## config.mk

```make
export PLATFORM = sky130hd
export DESIGN_NAME = tcct_queue
export DESIGN_NICKNAME = d
export VERILOG_FILES = /design/src/rtl/tcct_pkg.sv /design/src/rtl/tcct_queue.sv
export SDC_FILE = /design/constraint.sdc
export NUM_CORES = 1
export LEC_CHECK = 0
export ABC_CLOCK_PERIOD_IN_PS = 3300
export BUFFER_PORTS_ARGS = -buffer_cell sky130_fd_sc_hd__clkbuf_2
export CAP_MARGIN = 10
export CORE_MARGIN = 3
export CORE_UTILIZATION = 25
export DETAILED_ROUTE_END_ITERATION = 16
export PLACE_DENSITY = 0.47
export SLEW_MARGIN = 20
export SYNTH_ARGS = -nofsm -noshare
export SYNTH_HDL_FRONTEND = slang
export SYNTH_SLANG_ARGS = --single-unit
```

## constraint.sdc

```tcl
create_clock -name i_clk -period 3.3 [get_ports i_clk]
set_input_delay 0.165 -clock i_clk [delete_from_list [all_inputs] [get_ports i_clk]]
set_output_delay 0.165 -clock i_clk [all_outputs]
set_load 0.1 [all_outputs]
```

## src/rtl/tcct_pkg.sv

```systemverilog
// Shared types and constants for the trilinear color cube texel block.
// Used by every module under rtl; depends on nothing else.
package tcct_pkg;

    // Field and register widths
    localparam int COORD_W      = 6;
    localparam int IDX_W        = 18;
    localparam int CHAN_W       = 8;
    localparam int NUM_CHAN     = 4;
    localparam int WORD_W       = NUM_CHAN * CHAN_W;
    localparam int CORNER_REG_W = 2 * WORD_W;
    localparam int NUM_CORNER_REGS = 4;
    localparam int NUM_AXES     = 3;
    localparam int DIM_REG_W    = 7;
    localparam int CFG_IDX_W    = 3;

    // Weights are unsigned Q1.16, so one integer bit over sixteen fraction bits.
    localparam int FRAC_W       = 16;
    localparam int WEIGHT_W     = FRAC_W + 1;

    // Quotient bits resolved per divider stage in the front end.
    localparam int STEP_BITS    = 4;

    // Depth of the queue between the front end and the blend pipeline.
    localparam int QUEUE_DEPTH  = 4;

    // Stream payload widths, padded to whole bytes.
    localparam int IN_DATA_W    = 24;
    localparam int OUT_DATA_W   = 56;

    localparam logic [DIM_REG_W-1:0] DIM_RESET = 7'd16;

    // Configuration register indexes
    typedef enum logic [CFG_IDX_W-1:0] {
        REG_FRONT_BOTTOM = 3'd0,
        REG_FRONT_TOP    = 3'd1,
        REG_BACK_BOTTOM  = 3'd2,
        REG_BACK_TOP     = 3'd3,
        REG_GRID_WIDTH   = 3'd4,
        REG_GRID_HEIGHT  = 3'd5,
        REG_GRID_DEPTH   = 3'd6
    } t_reg_idx;

    // Current configuration as seen by the front end and the blend pipeline.
    typedef struct packed {
        logic [NUM_CORNER_REGS-1:0][CORNER_REG_W-1:0] corners;
        logic [NUM_AXES-1:0][DIM_REG_W-1:0]           dims;
    } t_cfg;

    // One classified texel handed from the front end to the blend pipeline.
    // weight[0] is x, weight[1] is y, weight[2] is z.
    typedef struct packed {
        logic [IDX_W-1:0]                   index;
        logic [NUM_AXES-1:0][WEIGHT_W-1:0]  weight;
    } t_item;

endpackage

```

## src/rtl/tcct_queue.sv

```systemverilog
// Short queue that decouples the front end from the blend pipeline.
// Depends on tcct_pkg.
module tcct_queue (
    input  logic            i_clk,
    input  logic            i_rst_n,
    input  logic            i_valid,
    output logic            o_ready,
    input  tcct_pkg::t_item i_item,
    output logic            o_valid,
    input  logic            i_ready,
    output tcct_pkg::t_item o_item
);

    localparam int DEPTH = tcct_pkg::QUEUE_DEPTH;
    localparam int PW    = $clog2(DEPTH);
    localparam int CNT_W = $clog2(DEPTH + 1);

    tcct_pkg::t_item   r_slot [DEPTH];
    logic [PW-1:0]     r_wptr, r_rptr;
    logic [CNT_W-1:0]  r_count;
    logic              push, pop;

    assign o_ready = (r_count != CNT_W'(DEPTH));
    assign o_valid = (r_count != '0);
    assign push    = i_valid && o_ready;
    assign pop     = o_valid && i_ready;
    assign o_item  = r_slot[r_rptr];

    // Pointers and fill count
    always_ff @(posedge i_clk) begin
        if (!i_rst_n) begin
            r_wptr  <= '0;
            r_rptr  <= '0;
            r_count <= '0;
        end else begin
            if (push) begin
                r_wptr <= r_wptr + PW'(1);
            end
            if (pop) begin
                r_rptr <= r_rptr + PW'(1);
            end
            if (push && !pop) begin
                r_count <= r_count + CNT_W'(1);
            end else if (pop && !push) begin
                r_count <= r_count - CNT_W'(1);
            end
        end
    end

    // Entry storage
    always_ff @(posedge i_clk) begin
        if (push) begin
            r_slot[r_wptr] <= i_item;
        end
    end

    a_count_max: assert property (@(posedge i_clk) disable iff (!i_rst_n)
        r_count <= CNT_W'(DEPTH))
        else $error("queue: fill count above depth");

    a_count_up: assert property (@(posedge i_clk) disable iff (!i_rst_n)
        (push && !pop) |=> (r_count == $past(r_count) + CNT_W'(1)))
        else $error("queue: push not counted");

    a_count_down: assert property (@(posedge i_clk) disable iff (!i_rst_n)
        (pop && !push) |=> (r_count == $past(r_count) - CNT_W'(1)))
        else $error("queue: pop not counted");

endmodule

```

==> flow_metrics.tcl, run 1 <==
set metrics [dict create \
    status "completed" \
    drive_above_1_share_pct 40.4 \
    synthTopCellsByArea "edfxtp_1, mux4_2, dfxtp_1" \
    clock_path_buffers 3 \
    drc 0 \
    skew_ns 0.0160 \
    synth_edf_count 276 \
    chipHeight_um 210 \
    antenna_found_initial 1 \
    cts.sinks 285 \
    fp-row-count 74 \
    overflow 0 \
    wl_per_cell_um 18.0 \
    rr_endpoint "r_count[2]$_SDFFE_PN0P_" \
    die_area_um2 44200 \
    fin_crit_sh_pct 82.4 \
    mappedNetlistNets 488 \
    hold_depth 3 \
    relSlewSlack_pct 60.9 \
    vias_per_cell 4.13 \
    start_util_pct 25.4 \
    tns_ns 0 \
    die_x_um 210 \
    worst_pin_slew_ns 0.589 \
    gp_congestion 0.693 \
    rrSetupSlack_ns 0.96 \
    holdCritPathClass "input pin to flop" \
    synthDistinctLibCells 24 \
    avgSynthCellArea_um2 25.5 \
    p_comb_share_pct 39.0 \
    firstDrtPassIters 4 \
    synthArstFlopShare_pct 0 \
    p_sw_share_pct 42.0 \
    yosysSeqAreaShare_pct 81.1 \
    hold_path.startpoint "i_valid" \
    vdd_ir_drop_max_v 0.000795 \
    dr.first_iter.drc_count 214 \
    track_usage_pct 9.71 \
    vias 4977 \
    cts_tree "yes" \
    criticalPathCategory "flop to primary output" \
    yosys_warnings 0 \
    drv_slew 0 \
    synth.top_cell.area_share_pct 79.4 \
    core-area_um2 41000 \
    worstSetupEndpointType "primary output" \
    fmax_mhz 368 \
    final-setup-viol-count 0 \
    synth_area_um2 10400 \
    internal_power_mw 7.62 \
    htreeDepth 1 \
    rsz0062_at_grt "no" \
    routed_wl_um 21600 \
    area_delta_synth_final_pct 30.1 \
    synth.largest_area_cell "edfxtp_1" \
    powerDensity_nw_per_um2 967 \
    netlist_instances 409 \
    p_seq_share_pct 34.9 \
    grt_pass1_wl_um 33100 \
    hold_viol 0 \
    postRouteAntennaNets 0 \
    ys_seq_elements 285 \
    min_period_ns 2.72 \
    grt_max_degree 40 \
    min_to "r_wptr[0]$_SDFFE_PN0P_" \
    arrival_ns 2.55 \
    p_leak_nw 4.55 \
    insertion_delay_ns 0.55 \
    maxCapViolCount 0 \
    cts_buffers 31 \
    r2r-start "r_count[0]$_SDFFE_PN0P_" \
    placed_cells 1077 \
    reg2reg_depth 8 \
    cts_setup_buffers 0 \
    io_pins 144 \
    synth_ff_type "edfxtp_1" \
    critPathLaunchType "flop" \
    clk_pin_slew_ns 0.06 \
    port_buffers 143 \
    cts_root_buffer "clkbuf_16" \
    critPathMaxFanout 17 \
    cp_data_required_time_ns 3.13 \
    dp_hpwl_um 13100 \
    fin_nets 727 \
    power_frac_clock_pct 26.1 \
    stdcell_count 1204 \
    switchingPower_mw 5.52 \
    grt_pass1_vias 5533 \
]
-- Yosys cell counts (all sizes together) (2+ instances only) --
library cell and n:
a21boi 2, and2 8, buf 11, clkbuf 6
dfxtp 9, edfxtp 276, ha 5, inv 3
mux2i 3, mux4 69, nand2 5, or3 2
xnor2 3
-- power groups by stage --
stage	clock, mW	sequential (mW)	combinational [mW]
2_1_floorplan	0	4.56	4.41
3_3_place_gp	0	4.65	5.09
3_5_place_dp	0	4.68	5.13
4_1_cts	3.55	4.61	5.20
5_1_grt	3.70	4.64	5.31
6_report	3.42	4.59	5.12
-- through the flow --
step | worst slack, ns | hold WS (ns) | util, % | instance area [um2] | power [mW]
detailed placement | 0.972 | 0.389 | 28.9 | 11900 | 9.81
finish | 0.581 | 0.0729 | 33.1 | 13600 | 13.1
floorplan | 0.428 | 0.264 | - | 10400 | 8.96
CTS | 0.464 | 0.0282 | 33.1 | 13600 | 13.4
global placement | 1.10 | 0.377 | 28.9 | 11900 | 9.74
global route | 0.397 | 0.0426 | 33.1 | 13600 | 13.7
-- layer usage --
| metal | global-route usage (%) | up-vias | wire length (um) |
|---|---|---|---|
| met5 | 0 | - | 0 |
| met4 | 2.30 | 0 | 383 |
| met3 | 2.46 | 38 | 998 |
| met2 | 16.7 | 112 | 10800 |
| met1 | 12.4 | 2590 | 9480 |
| li1 | - | 2237 | - |
-- cell usage in the layout, fill, tap and decap left out --
master,instances
clkinvlp_4,2
nor2b_1,1
bufinv_16,5
clkbuf_2,143
nor2_1,1
clkinv_1,9
dfxtp_1,7
mux4_2,69
xor2_1,1
a21boi_0,1
clkbuf_1,5
dfxtp_4,2
diode_2,1
fa_1,1
nand2_1,5
o21ai_0,1
xnor2_1,3
inv_1,3
or3_1,2
dlygate4sd3_1,70
ha_1,5
o311ai_0,1
clkbuf_16,31
edfxtp_1,276
clkinv_2,4
mux2i_1,3
o31ai_1,1
buf_4,4
buf_12,6
a21boi_2,1
and2_1,4
and2_4,4
-- cells by family after synthesis --
group                    Yosys count  share of synthesized area, %
AO/OA/AOI/OAI                      5                         0.384
XOR/XNOR                           4                         0.336
adder cells (fa/ha/maj)            6                         0.791
buffers and inverters             20                          1.32
flip-flops                       285                          81.1
multiplexers                      72                          15.2
AND/OR/NAND/NOR                   17                         0.875
-- worst max-delay path by stage --
stage	start	end	slack [ns]	cells after the start
3_3_place_gp	r_count[0]$_SDFFE_PN0P_	r_count[2]$_SDFFE_PN0P_	1.10	8
3_5_place_dp	r_count[0]$_SDFFE_PN0P_	r_count[2]$_SDFFE_PN0P_	0.97	8
4_1_cts	flop	o_item[55]	0.46	3
2_1_floorplan	r_count[0]$_SDFFE_PN0P_	r_slot[2][0]$_DFFE_PP_	0.43	3
5_1_grt	flop	o_item[55]	0.40	3
6_report	flop	o_item[53]	0.58	3
-- critical path, stage by stage (launching register included) --
cell and delay (ns):
dfxtp_4 0.61, buf_4 0.39, mux4_2 0.58, clkbuf_2 0.40
-- final cells by class --
| type | count | area [um2] |
|---|---|---|
| Antenna cell | 1 | 2.50 |
| Clock buffer | 36 | 795 |
| Clock inverter | 20 | 219 |
| Fill cell | 3893 | 27400 |
| Inverter | 3 | 11.3 |
| Multi-Input combinational cell | 104 | 1840 |
| Sequential cell | 285 | 8480 |
| Tap cell | 532 | 666 |
| Timing Repair Buffer | 223 | 1570 |
-- flip-flops by register name, indices dropped and copies added, names as in the netlist, named ones only --
register and cells:
r_slot 276, r_count 3, r_rptr 2, r_wptr 2
-- what timing repair did --
action,CTS,global route
gates resized for setup,0,0
hold buffers,70,0
endpoints found under the hold margin,285,0
(Power assumes the default switching activity.)
==> run 2, diff against run 1 <==
--- a/config.mk
+++ b/config.mk
@@ -5,7 +5,7 @@
 export SDC_FILE = /design/constraint.sdc
 export NUM_CORES = 1
 export LEC_CHECK = 0
-export ABC_CLOCK_PERIOD_IN_PS = 3300
+export ABC_CLOCK_PERIOD_IN_PS = 2600
 export BUFFER_PORTS_ARGS = -buffer_cell sky130_fd_sc_hd__clkbuf_2
 export CAP_MARGIN = 10
 export CORE_MARGIN = 3
==> constraint.sdc (replaced) <==
create_clock -name i_clk -period 2.6 [get_ports i_clk]
set_input_delay 0.13 -clock i_clk [delete_from_list [all_inputs] [get_ports i_clk]]
set_output_delay 0.13 -clock i_clk [all_outputs]
set_load 0.1 [all_outputs]
==> run 2 against run 1 <==
Clock skew fell by 0.0020 ns. Routed wire length fell by 0.25%. Sequential cell count did not move. Combinational power rose by 29%. Via count rose by 1.3%. Utilization rose by 0.51 points. Total power rose by 32%. Largest cell class unchanged. Highest routed layer unchanged.
==> flow_metrics.tcl, run 2 (synthesis gave the netlist of run 1 again) <==
set metrics [dict create \
    relSlewSlack_pct 60.0 \
    start_util_pct 25.4 \
    r2r-start "r_count[0]$_SDFFE_PN0P_" \
    fmax_mhz 429 \
    p_leak_nw 4.66 \
    holdCritPathClass "input pin to flop" \
    port_buffers 143 \
    hold_path.startpoint "i_ready" \
    dr.first_iter.drc_count 203 \
    cts.repair.resized 0 \
    grt_max_degree 70 \
    htreeDepth 2 \
    powerDensity_nw_per_um2 1250 \
    reg2reg_depth 7 \
    chipHeight_um 210 \
    track_usage_pct 9.99 \
    final-setup-viol-count 0 \
    worstSetupEndpointType "primary output" \
    rsz0062_at_grt "no" \
    hold_depth 4 \
    dp_hpwl_um 12600 \
    final_common_cell "edfxtp_1" \
    post-place-ws_ns 0.415 \
    criticalPathCategory "flop to primary output" \
    rr_endpoint "r_count[2]$_SDFFE_PN0P_" \
    core-area_um2 41000 \
    final_area_um2 13800 \
    vias 5042 \
    cts_setup_buffers 0 \
    io_pins 144 \
    min_period_ns 2.33 \
    post-route-worst-setup-slack_ns 0.268 \
    clk_pin_slew_ns 0.06 \
    worst_pin_slew_ns 0.603 \
    fin_crit_sh_pct 89.7 \
    drv_slew 0 \
    cts_buffers 34 \
    die_x_um 210 \
    critPathMaxFanout 35 \
    arrival_ns 2.20 \
    cts_tree "yes" \
    cts.sinks 285 \
    cts_root_buffer "clkbuf_16" \
    dpl-instance-area_um2 11900 \
    reg_top3 "r_slot: 276 flops, r_count: 3 flops" \
    clock_path_buffers 3 \
    skew_ns 0.0139 \
    drive_above_1_share_pct 41.2 \
    regMostFlops "r_slot" \
    firstDrtPassIters 6 \
    grt_pass1_vias 5726 \
    cp_data_required_time_ns 2.47 \
    antenna_found_initial 1 \
    overflow 0 \
    status "completed" \
    final_cell_mix "edfxtp_1, clkbuf_2, dlygate4sd3_1, mux4_2, clkbuf_16" \
    routed_wl_um 21600 \
    postRouteAntennaNets 0 \
    tns_ns 0 \
    grt_pass1_wl_um 33400 \
    area_delta_synth_final_pct 32.1 \
    wl_per_cell_um 17.8 \
    die_area_um2 44200 \
    drc 0 \
    largest_reg_flops 276 \
    fp-row-count 74 \
    fillers 3902 \
    maxCapViolCount 0 \
    hold_viol 0 \
    gp_congestion 0.673 \
    critPathLaunchType "flop" \
    insertion_delay_ns 0.52 \
    vias_per_cell 4.17 \
    vdd_ir_drop_max_v 0.000674 \
    rrSetupSlack_ns 0.36 \
    min_to "r_rptr[0]$_SDFFE_PN0P_" \
    fin_nets 730 \
    postCtsHoldBufs 70 \
]
-- run 2: metal layers --
metal	share of wire (%)	GRT usage (%)
met1	42	12.1
met2	51	16.9
met4	2.9	4.53
met3	4.8	2.47
met5	0	0
-- run 2: stage by stage --
stage	utilization [%]	std cells	power (mW)	hold WS, ns
global route	33.6	1210	18.0	0.111
floorplan	-	409	11.4	0.229
global placement	29.0	1077	12.4	0.342
detailed placement	29.0	1077	12.5	0.353
CTS	33.6	1209	17.6	0.0578
finish	33.6	1210	17.3	0.0942
-- run 2: worst max path at each step --
stage                     slack [ns]                    start                      end
final                           0.27                     flop                o_item[0]
after global routing            0.15                     flop                o_item[0]
after CTS                       0.18                     flop                o_item[0]
after detailed placement        0.41  r_count[1]$_SDFFE_PN0P_  r_count[2]$_SDFFE_PN0P_
after global placement          0.46  r_count[0]$_SDFFE_PN0P_  r_count[2]$_SDFFE_PN0P_
after floorplan                 0.47  r_count[0]$_SDFFE_PN0P_   r_slot[0][0]$_DFFE_PP_
-- run 2: area by class of cell --
| class | count | area (um2) | area share (%) |
|---|---|---|---|
| repair buffers | 223 | 1590 | 11.5 |
| multi-input cells | 104 | 1840 | 13.4 |
| clock inverters | 22 | 260 | 1.89 |
| diodes | 1 | 2.50 | 0.0182 |
| well taps | 532 | 666 | 4.83 |
| flip-flops and latches | 285 | 8480 | 61.5 |
| clock buffers | 40 | 937 | 6.80 |
| inverters | 3 | 11.3 | 0.0817 |
-- run 2: worst max-delay path: stages, from the launching register on --
cell and delay, ns:
dfxtp_4 0.57, buf_12 0.31, mux4_2 0.37, clkbuf_2 0.39
-- run 2: power breakdown --
group          switching [mW]  internal [mW]  total (mW)
logic                    5.15           1.45        6.59
clock network            1.79           3.17        4.96
registers               0.163           5.58        5.74
==> run 3, diff against run 2 <==
--- a/config.mk
+++ b/config.mk
@@ -10,6 +10,7 @@
 export CAP_MARGIN = 10
 export CORE_MARGIN = 3
 export CORE_UTILIZATION = 25
+export CTS_CLUSTER_DIAMETER = 100
 export DETAILED_ROUTE_END_ITERATION = 16
 export PLACE_DENSITY = 0.47
 export SLEW_MARGIN = 20
==> constraint.sdc (replaced) <==
create_clock -name i_clk -period 2.6 [get_ports i_clk]
set_input_delay 0.13 -clock i_clk [delete_from_list [all_inputs] [get_ports i_clk]]
set_output_delay 0.13 -clock i_clk [all_outputs]
set_load 0.005 [all_outputs]
==> run 3 against run 2 <==
Die area unchanged. Critical path type unchanged. Utilization decreased by 0.40 points. Clock-buffer cell count decreased by 4. Critical endpoint is now o_item[66]. First-iteration DRC count decreased by 7.9%. Largest power group is now sequential cells. Total power decreased by 27%.
==> flow_metrics.tcl, run 3 (synthesis gave the netlist of run 1 again) <==
set metrics [dict create \
    final-setup-viol-count 0 \
    final_area_um2 13600 \
    clk_pin_slew_ns 0.06 \
    met2_usage_pct 17.5 \
    r2r-start "r_count[0]$_SDFFE_PN0P_" \
    relSlewSlack_pct 70.5 \
    grtUsageMet3_pct 2.07 \
    core-area_um2 41000 \
    dp_hpwl_um 14200 \
    critPathLaunchType "flop" \
    final_cell_mix "edfxtp_1, clkbuf_2, dlygate4sd3_1, mux4_2, clkbuf_16" \
    regMostFlops "r_slot" \
    grt-busiest-layer "met2" \
    grt_pass1_vias 5766 \
    drive_above_1_share_pct 40.9 \
    p_leak_nw 4.57 \
    fin_crit_sh_pct 91.3 \
    skew_ns 0.00636 \
    powerDensity_nw_per_um2 925 \
    grt_pass1_wl_um 34300 \
    reg_top3 "r_slot: 276 flops, r_count: 3 flops" \
    dr.first_iter.drc_count 187 \
    antenna_found_initial 1 \
    htreeDepth 1 \
    cp_data_required_time_ns 2.47 \
    fmax_mhz 421 \
    fp-row-count 74 \
    worst_pin_slew_ns 0.442 \
    rsz0062_at_grt "no" \
    vias 5027 \
    routed_wl_um 22300 \
    cts_buffers 31 \
    status "completed" \
    post-route-worst-setup-slack_ns 0.225 \
    gr-usage-met1_pct 12.9 \
    cts.repair.resized 0 \
    post-place-ws_ns 0.346 \
    wl_per_cell_um 18.4 \
    drv_slew 0 \
    arrival_ns 2.24 \
    antenna-diode-count 0 \
    area_delta_synth_final_pct 30.5 \
    cts_root_buffer "clkbuf_16" \
    die_area_um2 44200 \
    grt_max_degree 39 \
    chipHeight_um 210 \
    cts_setup_buffers 0 \
    cts.sinks 285 \
    holdCritPathClass "input pin to flop" \
    largest_reg_flops 276 \
    track_usage_pct 10.2 \
    firstDrtPassIters 4 \
    die_x_um 210 \
    hold_viol 0 \
    gp_congestion 0.662 \
    cts_tree "yes" \
    fin_nets 734 \
    postRouteAntennaNets 0 \
    start_util_pct 25.4 \
    clock_path_buffers 3 \
    min_period_ns 2.37 \
    vdd_ir_drop_max_v 0.000540 \
    final_common_cell "edfxtp_1" \
    dpl-instance-area_um2 12000 \
    insertion_delay_ns 0.56 \
    criticalPathCategory "flop to primary output" \
    io_pins 144 \
    drc 0 \
    port_buffers 143 \
    tns_ns 0 \
    worstSetupEndpointType "primary output" \
    overflow 0 \
    hold_path.startpoint "i_ready" \
    maxCapViolCount 0 \
    vias_per_cell 4.16 \
    critPathMaxFanout 26 \
]
-- run 3: changes by cell type in the layout (fill, tap and decap cells not counted), moves of 2 or more --
cell and delta:
clkbuf_16 -6, bufinv_16 -4, clkbuf_1 +2, clkinvlp_4 +2, buf_4 +4, buf_12 +3
-- run 3: worst max-delay path, stage by stage (launching register included) --
cell and delay [ns]:
dfxtp_4 0.63, buf_12 0.31, mux4_2 0.59, clkbuf_2 0.14
-- run 3: path summary, 6_finish.rpt --
kind                                                 to  slack (ns)  depth (start not counted)
worst min-delay path                               flop        0.08                          4
worst min register to register   r_wptr[0]$_SDFFE_PN0P_        0.50                          2
worst max-delay path                         o_item[66]        0.23                          3
worst max register to register  r_count[2]$_SDFFE_PN0P_        0.36                          7
-- run 3: layer usage --
layer	share of wire [%]	routed length, um	vias to the layer above
met3	4.6	1020	42
met5	0.058	13	-
met1	43	9490	2614
met2	50	11200	119
li1	-	-	2250
met4	2.5	548	2
-- run 3: layout make-up --
cell class | count | area (um2)
multi-input combinational | 104 | 1840
timing repair buffer | 230 | 1680
clock buffer | 36 | 795
tap | 532 | 666
clock inverter | 19 | 150
fill | 3898 | 27400
sequential | 285 | 8480
inverter | 3 | 11.3
-- run 3: per-stage QoR --
stage	utilization [%]	std cells	hold WS, ns	total power [mW]
finish	33.2	1209	0.0801	12.6
global route	33.2	1209	0.0875	13.3
CTS	33.2	1209	0.0433	12.9
detailed placement	29.2	1084	0.353	8.69
global placement	29.2	1084	0.344	8.60
floorplan	-	409	0.229	7.49
-- run 3: where the power goes --
group / leakage (nW) / internal, mW / switching [mW]
clock network: 0.456 / 2.37 / 1.67
registers: 2.60 / 5.58 / 0.227
logic: 1.51 / 1.48 / 1.27
total: 4.57 / 9.43 / 3.17
-- run 3: what timing repair did --
item | in CTS | in global routing
hold buffers | 70 | 0
setup endpoints to repair | 0 | 0
endpoints found under the hold margin | 285 | 0
